File: config.mk
export PLATFORM = sky130hd
export DESIGN_NAME = line_pixel_generator_core
export DESIGN_NICKNAME = d
export VERILOG_FILES = /design/src/design/lpg_pkg.sv /design/src/design/lpg_ctrl.sv /design/src/design/lpg_datapath.sv /design/src/design/line_pixel_generator_core.sv
export SDC_FILE = /design/constraint.sdc
export NUM_CORES = 1
export LEC_CHECK = 0
export BUFFER_PORTS_ARGS = -buffer_cell sky130_fd_sc_hd__buf_2
export CORE_AREA = 2 2 108 110
export CTS_BUF_LIST = sky130_fd_sc_hd__clkbuf_4 sky130_fd_sc_hd__clkbuf_8
export DETAILED_ROUTE_END_ITERATION = 16
export DIE_AREA = 0 0 110 112
export MAX_ROUTING_LAYER = met4
export PLACE_DENSITY_LB_ADDON = 0.1
export REMOVE_ABC_BUFFERS = 1
export SLEW_MARGIN = 20
export SYNTH_ARGS = -nofsm -noshare
export SYNTH_HDL_FRONTEND = slang
export SYNTH_SLANG_ARGS = --single-unit
export TNS_END_PERCENT = 1
File: constraint.sdc
create_clock -name clk -period 8.6 [get_ports clk]
set_input_delay 0.43 -clock clk [delete_from_list [all_inputs] [get_ports clk]]
set_output_delay 0.43 -clock clk [all_outputs]
set_load 0.005 [all_outputs]
File: src/design/lpg_pkg.sv
// shared constants and control structs for the line pixel generator
// no dependencies
package lpg_pkg;

  localparam int COORD_BITS_DEF = 6;   // default coordinate width
  localparam int FIELD_BITS     = 6;   // width of coordinate fields on the ports
  localparam int COLOR_BITS     = 8;
  localparam int CFG_IDX_BITS   = 2;
  localparam int IN_DATA_BITS   = 24;  // four coordinates
  localparam int OUT_DATA_BITS  = 40;  // 36 payload bits padded to bytes

  // configuration register indexes
  localparam logic [CFG_IDX_BITS-1:0] REG_RED   = 2'd0;
  localparam logic [CFG_IDX_BITS-1:0] REG_GREEN = 2'd1;
  localparam logic [CFG_IDX_BITS-1:0] REG_BLUE  = 2'd2;

  // controller to datapath
  typedef struct packed {
    logic load;   // capture a new segment
    logic emit;   // push current pixel to output register and advance
  } lpg_cmd_t;

  // datapath to controller
  typedef struct packed {
    logic out_free;   // output register can take a pixel this cycle
    logic final_pix;  // current pixel is the segment's last
  } lpg_sts_t;

endpackage

File: src/design/lpg_ctrl.sv
// segment sequencer: idle / run state machine
// depends on lpg_pkg
module lpg_ctrl
  import lpg_pkg::*;
(
  input  logic     clk,
  input  logic     rst,
  input  logic     in_valid,
  output logic     in_ready,
  input  lpg_sts_t sts,
  output lpg_cmd_t cmd
);

  localparam logic ST_IDLE = 1'b0;
  localparam logic ST_RUN  = 1'b1;

  logic state;
  logic state_next;

  assign in_ready = (state == ST_IDLE);
  assign cmd.load = in_valid && in_ready;
  assign cmd.emit = (state == ST_RUN) && sts.out_free;

  always_comb begin
    state_next = state;
    unique case (state)
      ST_IDLE: begin
        if (cmd.load) state_next = ST_RUN;
      end
      ST_RUN: begin
        if (cmd.emit && sts.final_pix) state_next = ST_IDLE;
      end
      default: state_next = ST_IDLE;
    endcase
  end

  always_ff @(posedge clk) begin
    if (rst) begin
      state <= ST_IDLE;
    end else begin
      state <= state_next;
    end
  end

endmodule

File: src/design/lpg_datapath.sv
// segment setup, incremental rounded stepping, color registers, output register
// depends on lpg_pkg
module lpg_datapath
  import lpg_pkg::*;
#(
  parameter int COORD_BITS = COORD_BITS_DEF
) (
  input  logic                    clk,
  input  logic                    rst,
  input  lpg_cmd_t                cmd,
  output lpg_sts_t                sts,
  input  logic [FIELD_BITS-1:0]   x_start,
  input  logic [FIELD_BITS-1:0]   y_start,
  input  logic [FIELD_BITS-1:0]   x_end,
  input  logic [FIELD_BITS-1:0]   y_end,
  input  logic                    cfg_we,
  input  logic [CFG_IDX_BITS-1:0] cfg_index,
  input  logic [COLOR_BITS-1:0]   cfg_data,
  output logic                    out_valid,
  input  logic                    out_ready,
  output logic [FIELD_BITS-1:0]   pixel_x,
  output logic [FIELD_BITS-1:0]   pixel_y,
  output logic [COLOR_BITS-1:0]   red_out,
  output logic [COLOR_BITS-1:0]   green_out,
  output logic [COLOR_BITS-1:0]   blue_out,
  output logic                    last_pixel
);

  localparam int CB = COORD_BITS;
  localparam int RW = COORD_BITS + 3;  // remainder plus one step, signed

  // setup
  logic [CB-1:0]        xs, ys, xe, ye;
  logic signed [CB:0]   dx, dy, adx_full, ady_full, dmin;
  logic [CB-1:0]        adx, ady, len;
  logic                 shallow, dir_neg;

  // walk state
  logic [CB-1:0]        cur_x, cur_y, count, len_q;
  logic signed [CB:0]   dmin_q;
  logic signed [RW-1:0] rem, r_sum, rem_next, two_len, two_dmin;
  logic                 shallow_q, dir_neg_q;
  logic [CB-1:0]        major, minor, major_next, minor_next;

  logic [COLOR_BITS-1:0] red_level, green_level, blue_level;

  always_comb begin
    xs = x_start[CB-1:0];
    ys = y_start[CB-1:0];
    xe = x_end[CB-1:0];
    ye = y_end[CB-1:0];
    dx = $signed({1'b0, xe}) - $signed({1'b0, xs});
    dy = $signed({1'b0, ye}) - $signed({1'b0, ys});
    adx_full = dx[CB] ? -dx : dx;
    ady_full = dy[CB] ? -dy : dy;
    adx = adx_full[CB-1:0];
    ady = ady_full[CB-1:0];
    shallow = (adx >= ady);
    len     = shallow ? adx : ady;
    dir_neg = shallow ? dx[CB] : dy[CB];
    dmin    = shallow ? dy : dx;
  end

  // rounded minor coordinate kept as quotient plus remainder in [0, 2*len)
  always_comb begin
    two_len  = $signed({{(RW-CB-1){1'b0}}, len_q, 1'b0});
    two_dmin = $signed({{(RW-CB-2){dmin_q[CB]}}, dmin_q, 1'b0});
    r_sum    = rem + two_dmin;
    major    = shallow_q ? cur_x : cur_y;
    minor    = shallow_q ? cur_y : cur_x;
    major_next = dir_neg_q ? major - 1'b1 : major + 1'b1;
    minor_next = minor;
    rem_next   = r_sum;
    priority if (r_sum >= two_len) begin
      minor_next = minor + 1'b1;
      rem_next   = r_sum - two_len;
    end else if (r_sum < 0) begin
      minor_next = minor - 1'b1;
      rem_next   = r_sum + two_len;
    end
  end

  assign sts.out_free  = !out_valid || out_ready;
  assign sts.final_pix = (count == '0);

  always_ff @(posedge clk) begin
    if (cmd.load) begin
      cur_x     <= xs;
      cur_y     <= ys;
      count     <= len;
      len_q     <= len;
      dmin_q    <= dmin;
      rem       <= $signed({{(RW-CB){1'b0}}, len});
      shallow_q <= shallow;
      dir_neg_q <= dir_neg;
    end else if (cmd.emit) begin
      count <= count - 1'b1;
      rem   <= rem_next;
      if (shallow_q) begin
        cur_x <= major_next;
        cur_y <= minor_next;
      end else begin
        cur_y <= major_next;
        cur_x <= minor_next;
      end
    end
  end

  // color registers
  always_ff @(posedge clk) begin
    if (rst) begin
      red_level   <= '0;
      green_level <= '0;
      blue_level  <= '0;
    end else if (cfg_we) begin
      if (cfg_index == REG_RED)   red_level   <= cfg_data;
      if (cfg_index == REG_GREEN) green_level <= cfg_data;
      if (cfg_index == REG_BLUE)  blue_level  <= cfg_data;
    end
  end

  // output register
  always_ff @(posedge clk) begin
    if (rst) begin
      out_valid <= 1'b0;
    end else if (cmd.emit) begin
      out_valid <= 1'b1;
    end else if (out_ready) begin
      out_valid <= 1'b0;
    end
  end

  always_ff @(posedge clk) begin
    if (cmd.emit) begin
      pixel_x    <= FIELD_BITS'(cur_x);
      pixel_y    <= FIELD_BITS'(cur_y);
      red_out    <= red_level;
      green_out  <= green_level;
      blue_out   <= blue_level;
      last_pixel <= sts.final_pix;
    end
  end

endmodule

File: src/design/line_pixel_generator_core.sv
// line pixel generator top level: stream ports, controller and datapath
// depends on lpg_pkg, lpg_ctrl, lpg_datapath
//
//  channel   | direction | transaction carries
//  ----------+-----------+------------------------------------------------
//  s_axis    | in        | one segment: x_start, y_start, x_end, y_end
//  m_axis    | out       | one pixel: x, y, red, green, blue; tlast on final
//  cfg       | in        | write of one color register (red, green, blue)
//
// a segment of n = max(|dx|,|dy|) + 1 pixels is handled as a setup step (load),
// then one pixel per cycle from the stepping loop while the output register is free
// the next segment is taken the cycle after its predecessor's last pixel is loaded
// a stalled m_axis holds the walk; the pixel waiting in the output register does
// not block acceptance of the next segment
// synchronous active-high reset clears the state machine, output valid and colors
module line_pixel_generator_core
  import lpg_pkg::*;
#(
  parameter int COORD_BITS = COORD_BITS_DEF
) (
  input  logic                     clk,
  input  logic                     rst,
  // x_start[5:0], y_start[11:6], x_end[17:12], y_end[23:18]
  input  logic [IN_DATA_BITS-1:0]  s_tdata,
  input  logic                     s_tvalid,
  output logic                     s_tready,
  // pixel_x[5:0], pixel_y[11:6], red_out[19:12], green_out[27:20],
  // blue_out[35:28], zero pad [39:36]
  output logic [OUT_DATA_BITS-1:0] m_tdata,
  output logic                     m_tlast,
  output logic                     m_tvalid,
  input  logic                     m_tready,
  input  logic                     cfg_we,
  input  logic [CFG_IDX_BITS-1:0]  cfg_index,
  input  logic [COLOR_BITS-1:0]    cfg_data
);

  lpg_cmd_t cmd;
  lpg_sts_t sts;

  logic [FIELD_BITS-1:0] pixel_x, pixel_y;
  logic [COLOR_BITS-1:0] red_out, green_out, blue_out;

  // sequencer: accepts a segment when idle, emits while the output slot is free
  lpg_ctrl u_ctrl (
    .clk      (clk),
    .rst      (rst),
    .in_valid (s_tvalid),
    .in_ready (s_tready),
    .sts      (sts),
    .cmd      (cmd)
  );

  // setup, stepping, colors and the output register
  lpg_datapath #(
    .COORD_BITS (COORD_BITS)
  ) u_dp (
    .clk        (clk),
    .rst        (rst),
    .cmd        (cmd),
    .sts        (sts),
    .x_start    (s_tdata[5:0]),
    .y_start    (s_tdata[11:6]),
    .x_end      (s_tdata[17:12]),
    .y_end      (s_tdata[23:18]),
    .cfg_we     (cfg_we),
    .cfg_index  (cfg_index),
    .cfg_data   (cfg_data),
    .out_valid  (m_tvalid),
    .out_ready  (m_tready),
    .pixel_x    (pixel_x),
    .pixel_y    (pixel_y),
    .red_out    (red_out),
    .green_out  (green_out),
    .blue_out   (blue_out),
    .last_pixel (m_tlast)
  );

  // pack the pixel, padding to whole bytes
  assign m_tdata = {4'b0000, blue_out, green_out, red_out, pixel_y, pixel_x};

endmodule

==> metrics list, run 1 <==
- In the routed layout, each cell is associated on average with a via count of slightly below 6.
- Setup clock skew after layout: about 0.026 ns
* Maximum fanout along the worst path: 19
* Final worst path period need: 4.67 ns
- The cell area that synthesis handed to floorplanning was between 6000 and 7000 sq um.
- Peak supply drop: between 0.2 and 0.25 mV
- FF+latch count, synth: approximately 110
- TritonCTS built the clock tree.
* Synthesized area per cell: 10.3 sq um
- Slew margin rel.: 0.282
* Port buffer count: 77
- Unique cell type count in the Yosys netlist: 64
- Slowest library cell on the worst path: a21oi_2
- Yosys printed 0 warnings.
- Area share of the leading cell type in the synthesized netlist: 0.348
- Among all flip-flop cells after synthesis, the most frequent one is edfxtp_1.
* First-pass detailed-route iteration total: 5
* Clock-pin slew reported for the worst setup and hold paths after clock tree synthesis: 0.10 ns
- In this run the standard cell core region covers approximately 11,000 sq um.
- Cells along the critical path: buf_2, ha_1, fa_1, nor2b_1, o21ai_0, and2_1, o21ai_0, a21oi_1, inv_1, ha_1, a2111o_1, a31o_2, a21oi_2, inv_1, nor3_1, o31ai_1
- WL/cell: 17.0 um
* Routability Congestion: between 0.9 and 1
- The library cell used most frequently in the layout, excluding fill and tap cells, is buf_2.
- In this run, CTS created clock tree buffers numbering 9.
- Count of pins on the block boundary: 82
- The clock drives approximately 110 sinks.
* Fraction of final layout cells sized beyond drive strength 1: 0.167
- Tightest Hold Check Type: input pin to flip-flop
* Proportion of register bits with asynchronous set or reset after synthesis: 0
- The number of hold violations in the final report is 0.
- Slew @ Worst Pin: between 1 and 1.5 ns
* Maximum operating frequency: 214 MHz
* Commonest non-fill, non-tap cells in the layout: buf_2, edfxtp_1, inv_1
- The count of nets left with antenna violations once routing finished came out at 0.
- The critical path is of the input pin to flip-flop type.
* Total number of vias: 5,010
- The via count of the first global-routing pass came to approximately 4,700.
- Detailed placement finished with a half-perimeter wire length of approximately 11,000 um.
- Placed Instance Area: 7030 sq um
- The run finished with clean final reports.
- The tree is rooted in a clkbuf_8.
- Number of buffers on the longest clock path: 2
- Top post-synthesis cells by area: edfxtp_1, ha_1, dfxtp_1, mux2i_1, xnor2_1
- For this configuration, the core starts out at a cell density of 0.587.
* Pin count of the biggest net entering global routing: 36
- STA classifies the critical path endpoint as a flip-flop.
- Number of flops mapped to enable cells by yosys: between 70 and 80
* Quantity of gates resized following cts: 0
- RSZ-0062 raised after global routing: false
- The die is approximately 110 um tall.
- STA classifies the critical path startpoint as an input pin.
* Post-cts hold buffer count: 0
* Final Instance Area: 7230 sq um
- Depth of the most critical reg-to-reg path: 13
* Area growth syn-to-layout: 10.3%
- Number of design-rule violations left by the first detailed-router iteration: roughly 340
* Depth of the worst hold-timing path: 3
- From left edge to right edge, the die measures between 100 and 150 um.
- The number of antenna diodes in the final layout is 0.
- The number of antenna violations at the first check in global routing came to 0.
* Global-route usage over all layers: 0.248
* Final net count: around 790
* Total number of placement rows: 39
- CP peak stage delay: 0.75 ns
- CTS built an H-tree with a depth of 3.
- Cell type with the highest aggregate area in the netlist: edfxtp_1
* Setup-violating endpoint count in the final report: 0
* Signal arrival time at the worst endpoint: approximately 4.8 ns
- Leakage power: 3.21 nW
- Final-report max-slew violation count: 0
- For the worst setup path, the data required time is between 8 and 9 ns.
- The total overflow left after global routing is 0.
- Post-route DRC: 0
* Post-Synthesis Cells: around 640
- First-pass GRT wire length: between 20,000 and 25,000 um
* Cell area power density: ~390 nW/um^2
* Number of violations of the max-capacitance limit: 0
- For the worst-skew pair, the clock arrives at the later sink with an insertion delay of roughly 0.38 ns.
* Ratio of final minimum period to clock period: 0.542
- Buffers added to address setup during post-CTS repair amount to 0.
- The die covers about 12,000 sq um.
- Summed over all layers, the routed wires come to between 10,000 and 15,000 um.
- Post-route setup TNS: 0 ns
- Sequential fraction of the synthesis area: 0.436
critical path, delay by kind of cell:
kind                       cells  cell delay, ns
buffers and inverters          3            0.42
adders and majority gates      3            0.85
and+or+nand+nor                3            0.74
AOI/OAI and AO/OA              7            2.31
through the flow:
step / utilization / instances / power (W) / setup WS (ns) / hold slack, ns
2_1_floorplan: - / 608 / 0.00209 / 4.27 / 0.408
3_5_place_dp: 0.629 / 833 / 0.00249 / 3.63 / 0.414
6_report: 0.647 / 849 / 0.00282 / 3.93 / 0.335
4_1_cts: 0.647 / 849 / 0.00281 / 4.04 / 0.321
5_1_grt: 0.647 / 849 / 0.00304 / 3.58 / 0.319
3_3_place_gp: 0.629 / 833 / 0.00245 / 3.85 / 0.410
kinds of logic (layout without fill, tap and decap cells):
family,after synthesis,count (layout),synth area share
other cells,1,4,0.000572
fa+ha+maj,54,54,0.110
buf+inv,82,148,0.0506
simple gates,170,170,0.126
flops,105,105,0.436
xor+xnor,40,40,0.0534
compound gates,134,134,0.143
mux,51,51,0.0801
flip-flops by register name (all words and copies together) (netlist names), 7 cells and up:
signal            count
u_dp.blue_out         8
u_dp.rem              9
u_dp.green_out        8
u_dp.red_level        8
u_dp.red_out          8
u_dp.blue_level       8
u_dp.green_level      8
u_dp.dmin_q           7
report_power, final:
| part | internal, W | switching [W] |
|---|---|---|
| Combinational | 0.000745 | 0.000981 |
| Sequential | 0.000707 | 0.0000837 |
| Clock | 0.000137 | 0.000171 |
synthesized netlist by cell type (7+ instances only):
cell and number:
a21o_1 12, nand2_1 42, xnor2_1 22, o21ai_0 17, a21oi_1 29, and3_1 7, edfxtp_1 76, mux2_2 8
inv_1 49, nor2_1 47, o211ai_1 7, nand3_1 13, ha_1 48, clkbuf_1 24, nor3_1 19, mux2i_1 42
xor2_1 18, nor2b_1 8, dfxtp_1 29
path summary, 6_finish.rpt:
check | startpoint | end | slack, ns
setup / recovery | s_tdata[6] | u_dp.count[4] | 3.93
hold / removal | cfg_data[4] | u_dp.blue_level[4] | 0.33
setup reg to reg | u_dp.rem[3] | u_dp.rem[5] | 4.42
hold reg to reg | u_dp.green_level[7] | u_dp.green_out[7] | 0.44
routing by layer:
| metal | up-vias | global-route usage | wire length, um |
|---|---|---|---|
| met4 | 0 | 0.0937 | 248 |
| li1 | 2423 | - | - |
| met1 | 2392 | 0.326 | 6660 |
| met2 | 175 | 0.385 | 6800 |
| met3 | 20 | 0.0357 | 752 |
| met5 | - | - | 0 |
cell type report:
cell class	instances	area, sq um
Fill cell	903	3940
Multi-Input combinational cell	453	3380
Sequential cell	105	2860
Timing Repair Buffer	82	423
Inverter	50	188
Tap cell	143	179
Clock buffer	9	124
Clock inverter	7	77.6
(Power assumes the default switching activity.)
==> run 2, diff against run 1 <==
==> constraint.sdc (replaced) <==
create_clock -name clk -period 4.3 [get_ports clk]
set_input_delay 0.215 -clock clk [delete_from_list [all_inputs] [get_ports clk]]
set_output_delay 0.215 -clock clk [all_outputs]
set_load 0.005 [all_outputs]
==> run 2 against run 1 <==
  * Core utilization up 0.53 points
  * Critical path depth fell by 3
  * Sequential power grew 100%
  * Combinational power is 100% higher
  * Sequential share of layout area is 0.32 points lower
  * Via count grew 0.50%
==> metrics list, run 2 (synthesis gave the netlist of run 1 again) <==
- Startpoint of the most critical register-to-register path: u_dp.dmin_q[2]
- Worst r2r dst: u_dp.rem[5]
- Final Hold Vio Count: 0
- Endpoint type of the worst setup path: flip-flop
- Worst reg2reg setup slack: 0.19 ns
- Using the TritonRoute via totals, the vias-per-cell ratio works out to between 5 and 6.
- Hpwl dp: around 11,000 um
* Initial cell density of the core: 0.587
* Ratio of final minimum period to clock period: 0.955
- Most frequent standard cell in the layout excluding fill and tap cells: buf_2
- Maximum operating frequency: roughly 240 MHz
* Critical path origin: u_dp.dmin_q[2]
- Internal power comes to 0.00325 W.
* Final-report max-slew violation count: 0
- Post-CTS repair changed the size of 0 cells.
- In the global route stage, overall resource usage came out at 0.259.
* Switching power as a share of total power: 0.437
- In this run the power density over the cells is 791 nW/um^2.
- CTS sink count: ~110
- In this run the tightest slew margin relative to its limit is 0.553.
* # Post-CTS Setup Buffers: 0
- Routability Congestion: around 0.95
- The repair_antennas step left the layout with diodes totalling 0.
- Power, Total: a little under 0.006 W
- Number of global-route vias before repair: 4,857
- TritonCTS built the clock tree.
- The tool flagged a number of max-cap violations equal to 0.
* Post-route setup TNS: 0 ns
* Post-Route Utilization: 0.652
- WP data required: about 4.4 ns
* Pin count of the biggest net entering global routing: 35
- The detail route stage leaves a number of antenna-violating nets equal to 0.
- Post-route DRC: 0
* Total number of vias: 5,035
- RSZ-0062 raised after global routing: false
- Worst Hold Margin: between 0.1 and 0.15 ns
- Largest register FFs: 9
- Min-Delay Startpoint: cfg_data[6]
* Leakage power: approximately 3.2 nW
* Proportion of power drawn by flip-flops and latches: 0.277
* P_sw: ~0.0025 W
- Cells along the critical path: ha_1, a21oi_1, nand2_1, a21o_1, a21oi_1, xnor2_1, ha_1, nor4b_2, and4_2, or3_4, mux2_2, o211ai_1, o211ai_1
* Tightest Hold Check Type: input pin to flip-flop
* Number of buffers added by the clock tree synthesis step: 9
- For this run, the post-layout net count is about 800.
- Number of buffers on the longest clock path: 2
- Between clock sinks in the finished design, the worst skew comes to 0.0168 ns.
* Slowest library cell on the worst path: edfxtp_1
* Peak supply drop: just under 0.4 mV
- Of the cells placed in the final design, the portion with a size suffix greater than 1 is 0.178.
- First-pass detailed-route iteration total: 5
- After clock tree synthesis, the clock-pin slew on the worst setup and hold paths is 0.11 ns.
* First-pass GRT wire length: 24,200 um
- Port buffer count: 77
- WL final: ~15,000 um
* Overall die height: ~110 um
* Clock root cell: clkbuf_8
- The share of total power dissipated in combinational logic is 0.613.
- Die area: 12,300 sq um
- Count of pins on the block boundary: 82
* CP peak stage delay: approximately 0.44 ns
- The detailed router finished its first iteration with approximately 330 violations.
* WL/cell: roughly 17 um
- Source-to-sink clock delay at the later pin of the worst-skew pair: 0.38 ns
- Max H-tree Level: 3
* Final worst path period need: around 4.1 ns
* Die X-Extent: 110 um
- Critical path start-end classification: flip-flop to flip-flop
* Hold Path End: u_dp.blue_level[6]
- In this run, post-CTS hold repair placed 0 buffers.
* CP startpoint kind: flip-flop
- Clock network power share: 0.109
- Run status: finished clean
* Commonest non-fill, non-tap cells in the layout: buf_2, edfxtp_1, inv_1
- Counting cells, the worst reg-to-reg path comes to 13.
- Maximum fanout along the worst path: 13
* Most flops, register: u_dp.rem
- The floorplan step defined a core boundary enclosing roughly 11,000 sq um.
- Counting instances, the worst hold path has a depth of 3.
- Setup violations remaining at the end of the flow were counted as 0.
- At the pin with the least slew margin, the transition time is approximately 0.67 ns.
* Total number of placement rows: 39
* Signal arrival time at the worst endpoint: 4.21 ns
* Area growth syn-to-layout: 11.2%
- Antenna violations before repair: 0
- Total grt overflow: 0
-- run 2: cell count changes in the layout (fill, tap and decap cells not counted), sizes merged --
cell / previous run / this run
buf: 82 / 89
inv: 51 / 52
clkinv: 4 / 2
clkinvlp: 1 / 2
-- run 2: power by group through the flow --
stage,Clock [W],Sequential [W],Combinational [W]
floorplan,0,0.00157,0.00260
global placement,0,0.00161,0.00336
detailed placement,0,0.00162,0.00344
CTS,0.000637,0.00159,0.00347
global route,0.000683,0.00163,0.00386
finish,0.000631,0.00160,0.00354
-- run 2: worst max-delay path: cells and delay by family, from the launching register on --
family,cells,cell delay [ns]
fa+ha+maj,2,0.71
mux,1,0.35
xor+xnor,1,0.22
compound gates,5,1.01
simple gates,4,1.07
flops,1,0.44
-- run 2: cell type report --
class                   count  area [sq um]
fillers                   919          3880
multi-input cells         453          3390
flip-flops and latches    105          2860
repair buffers             89           475
inverters                  50           188
well taps                 143           179
clock buffers               9           124
clock inverters             7          76.3
-- run 2: how the worst max path moves through the flow --
stage | to | depth (start not counted)
5_1_grt | u_dp.rem[5] | 13
3_3_place_gp | u_dp.rem[5] | 13
2_1_floorplan | u_dp.count[4] | 16
4_1_cts | u_dp.rem[5] | 13
3_5_place_dp | u_dp.count[3] | 16
6_report | u_dp.rem[5] | 13
-- run 2: metal layers --
metal,share of wire,track usage,up-vias
li1,-,-,2445
met1,0.44,0.335,2415
met2,0.49,0.418,151
met3,0.052,0.0392,24
met4,0.020,0.0810,0
met5,0,-,-
-- run 2: stage by stage --
| step | cell area [sq um] | cells | setup slack [ns] |
|---|---|---|---|
| floorplan | 6430 | 608 | 0.188 |
| global placement | 7080 | 840 | 0.365 |
| detailed placement | 7080 | 840 | 0.162 |
| CTS | 7280 | 856 | 0.158 |
| global route | 7290 | 856 | 0.0671 |
| finish | 7290 | 856 | 0.195 |
==> run 3, diff against run 2 <==
--- a/config.mk
+++ b/config.mk
@@ -6,15 +6,16 @@
 export NUM_CORES = 1
 export LEC_CHECK = 0
 export BUFFER_PORTS_ARGS = -buffer_cell sky130_fd_sc_hd__buf_2
-export CORE_AREA = 2 2 108 110
+export CORE_AREA = 2 2 127 129
 export CTS_BUF_LIST = sky130_fd_sc_hd__clkbuf_4 sky130_fd_sc_hd__clkbuf_8
 export DETAILED_ROUTE_END_ITERATION = 16
-export DIE_AREA = 0 0 110 112
+export DIE_AREA = 0 0 129 131
 export MAX_ROUTING_LAYER = met4
 export PLACE_DENSITY_LB_ADDON = 0.1
 export REMOVE_ABC_BUFFERS = 1
 export SLEW_MARGIN = 20
 export SYNTH_ARGS = -nofsm -noshare
 export SYNTH_HDL_FRONTEND = slang
+export SYNTH_HIERARCHICAL = 1
 export SYNTH_SLANG_ARGS = --single-unit
 export TNS_END_PERCENT = 1
==> run 3 against run 2 <==
  * Clock-buffer cell count is 2 higher
  * Global-route usage is 6.6 points lower
  * Via count is 1.7% lower
  * Clock skew is 0.0027 ns lower
  * Die area is 37% higher
  * Critical endpoint is now u_dp/cur_y[2]
==> metrics list, run 3 <==
- Slew margin rel.: 0.471
- The signal on the critical path passes through ha_1, fa_1, a21o_1, a21oi_1, xnor2_1, ha_1, nand3_1, or4_1, nand3_1, o21ai_0, o32a_1, a31oi_1, a21oi_1.
- During synthesis, Yosys emitted a total of 6 warnings.
- Pin count of the biggest net entering global routing: 45
* Cell type with the highest aggregate area in the netlist: edfxtp_1
- Switching power as a share of total power: 0.455
- Post-synthesis instance area: around 6500 sq um
- Post-CTS timing repair inserted 0 buffers for setup.
* Remaining antenna violation count: 0
* Ratio of routed vias to standard cells: around 5.4
- Antenna violations before repair: 0
* Area share of the leading cell type in the synthesized netlist: 0.350
* Core region area: between 15,000 and 20,000 sq um
* Final Hold Vio Count: 0
* Peak supply drop: approximately 0.44 mV
- The final max-slew violation count is 0.
- The first routing iteration left between 150 and 200 violations.
- A synthesized cell averages ~10 sq um.
- CTS placed an instance of clkbuf_8 at the clock tree root.
- Commonest non-fill, non-tap cells in the layout: buf_2, edfxtp_1, nor2_1
- The largest individual stage delay along the critical path comes from the cell or4_1.
* Ratio of final minimum period to clock period: 0.930
- In the global route stage, overall resource usage came out at 0.194.
- The die covers approximately 17,000 sq um.
* GR peak layer: met2
* RSZ-0062 raised after global routing: false
* Sequential fraction of the synthesis area: 0.439
* Simple-gate area share of the yosys netlist: 0.130
- Across the run, the number of max-cap violations was 0.
* Antenna diodes: 0
- For this design, the sink count on the clock tree is between 100 and 150.
- Routability Congestion: about 0.91
* CP startpoint kind: flip-flop
* Total number of placement rows: 46
- CP peak stage delay: around 0.45 ns
- Top post-synthesis cells by area: edfxtp_1, ha_1, dfxtp_1, mux2i_1, nor2_1
- For this run, the detailed router's first-pass iteration total came to 6.
* Maximum operating frequency: approximately 250 MHz
- Of all nets on the critical path, the largest fanout is 8.
- Quantity of gates resized following cts: 0
* Number of flops mapped to enable cells by yosys: 76
- Setup-violating endpoint count in the final report: 0
- In this run, post-CTS hold repair placed 0 buffers.
- The worst path in the final design needs a cycle of 4.00 ns, including I/O delays and setup.
- Clock network power share: 0.104
* Clock-pin slew reported for the worst setup and hold paths after clock tree synthesis: roughly 0.10 ns
- Power share of the combinational group: 0.628
- Number of global-route vias before repair: between 4,000 and 5,000
- The register with the most flip-flops in the layout has 9 of them.
- After routing, the total negative slack on setup checks comes to 0 ns.
* Predominant post-synthesis flop cell: edfxtp_1
* Hpwl dp: roughly 12,000 um
* Post-Synthesis Cells: 624
* Dpl cells: 902
- At the end of the flow the core is filled with cells to 0.469.
- Main combinational cell family by area after synthesis: compound AO/OA/AOI/OAI gates
- Leading cell type by number of instances after synthesis: edfxtp_1
- Proportion of power drawn by flip-flops and latches: 0.268
* Design internal power: around 0.0033 W
* Critical path start-end classification: flip-flop to flip-flop
- The commonest cells after synthesis are edfxtp_1, nor2_1, inv_1.
* Most flops, register: u_dp/rem
* WL/cell: between 15 and 20 um
- Initial cell density of the core: 0.418
- In this run the number of H-tree levels came out at 3.
* TritonCTS clock tree: yes
* Run status: finished clean
- Met3 usage in global routing: 0.0273
- Met2 capacity usage during global routing: 0.323
- The clock reaches the later pin of the worst-skew pair after roughly 0.38 ns.
* WP data required: 4.43 ns
- The synthesized design contains approximately 110 register bits.
- Number of buffers added by the clock tree synthesis step: 9
- The first global-routing pass estimated about 24,000 um of wire.
- After detailed routing, the number of remaining DRC violations is 0.
- Count of pins on the block boundary: between 80 and 90
- The analysis attributes to net switching a power of ~0.0028 W.
- Of the total synthesized cell area, the portion taken by XOR and XNOR cells is 0.0417.
- Number of buffers on the longest clock path: 2
- Met1 routing resource usage after global routing: 0.241
* Multiplexer area fraction after synthesis: 0.0745
- Endpoint type of the worst setup path: flip-flop
- Data arrives at the worst endpoint at approximately 4.1 ns.
- Of the cells placed in the final design, the portion with a size suffix greater than 1 is 0.187.
- Area growth syn-to-layout: 12.3%
* Port buffer count: 77
* Overall die height: approximately 130 um
* Fin cells: approximately 900
- Setup clock skew after layout: between 0.01 and 0.015 ns
- Of the total synthesized cell area, the portion taken by full adders, half adders and majority gates is 0.109.
- Total number of vias: 4,948
- Compound-cell area share of the yosys netlist: 0.157
* Die X-Extent: about 130 um
- Tightest Hold Check Type: input pin to flip-flop
- After synthesis, the share of flip-flops with an asynchronous set or reset is 0.
- Counting the fill cells in the layout gives roughly 1,500.
- Global routing finished with a remaining overflow of 0.
- Unique cell type count in the Yosys netlist: 74
* WL final: around 15,000 um
* Final net count: approximately 800
- Cell area power density: around 830 nW/um^2
- Leakage power: between 3 and 4 nW
- Most frequent standard cell in the layout excluding fill and tap cells: buf_2
- Slew @ Worst Pin: between 0.7 and 0.8 ns
run 3: critical path: cells and delay by family (launching register included):
family / cells / cell delay (ns)
compound gates: 6 / 1.22
fa+ha+maj: 3 / 1.12
simple gates: 3 / 0.86
flops: 1 / 0.39
xor+xnor: 1 / 0.15
run 3: final cells by class:
class	count	area [sq um]	area share
Sequential cell	105	2860	0.391
Clock inverter	5	61.3	0.00837
Inverter	49	184	0.0251
Clock buffer	11	139	0.0190
Multi-Input combinational cell	446	3350	0.458
Tap cell	216	270	0.0369
Timing Repair Buffer	86	453	0.0619
run 3: logic make-up (layout without fill, tap and decap cells):
group	Yosys count	in the layout
simple gates	171	171
compound gates	140	140
flops	105	105
buf+inv	76	151
fa+ha+maj	53	53
mux	47	47
xor+xnor	31	31
other cells	1	4
run 3: final timing paths:
kind                      start                  end  slack (ns)  cells past startpoint
max              u_dp/dmin_q[0]        u_dp/cur_y[2]        0.30                     13
min                 cfg_data[4]  u_dp/green_level[4]         0.1                      3
max reg2reg      u_dp/dmin_q[0]        u_dp/cur_y[2]        0.30                     13
min reg2reg  u_dp/blue_level[4]     u_dp/blue_out[4]        0.44                      0
run 3: routing by layer:
| layer | share of wire | wire, um |
|---|---|---|
| met1 | 0.46 | 6990 |
| met2 | 0.47 | 7190 |
| met3 | 0.045 | 685 |
| met4 | 0.024 | 361 |
| met5 | 0 | 0 |
run 3: power by group through the flow:
| stage | combinational, W | sequential [W] | clock, W |
|---|---|---|---|
| final | 0.00381 | 0.00163 | 0.000630 |
| after detailed placement | 0.00376 | 0.00165 | 0 |
| after CTS | 0.00379 | 0.00163 | 0.000649 |
| after global placement | 0.00372 | 0.00164 | 0 |
| after floorplan | 0.00282 | 0.00159 | 0 |
| after global routing | 0.00422 | 0.00166 | 0.000682 |
run 3: metrics by stage:
step | worst slack [ns] | hold WS, ns | area [sq um] | power, W
after floorplan | -0.225 | 0.280 | 6400 | 0.00441
after global placement | 0.183 | 0.409 | 7120 | 0.00537
after detailed placement | 0.0630 | 0.418 | 7120 | 0.00541
after CTS | 0.349 | 0.0817 | 7320 | 0.00606
after global routing | 0.0626 | 0.102 | 7320 | 0.00657
final | 0.301 | 0.0964 | 7320 | 0.00607
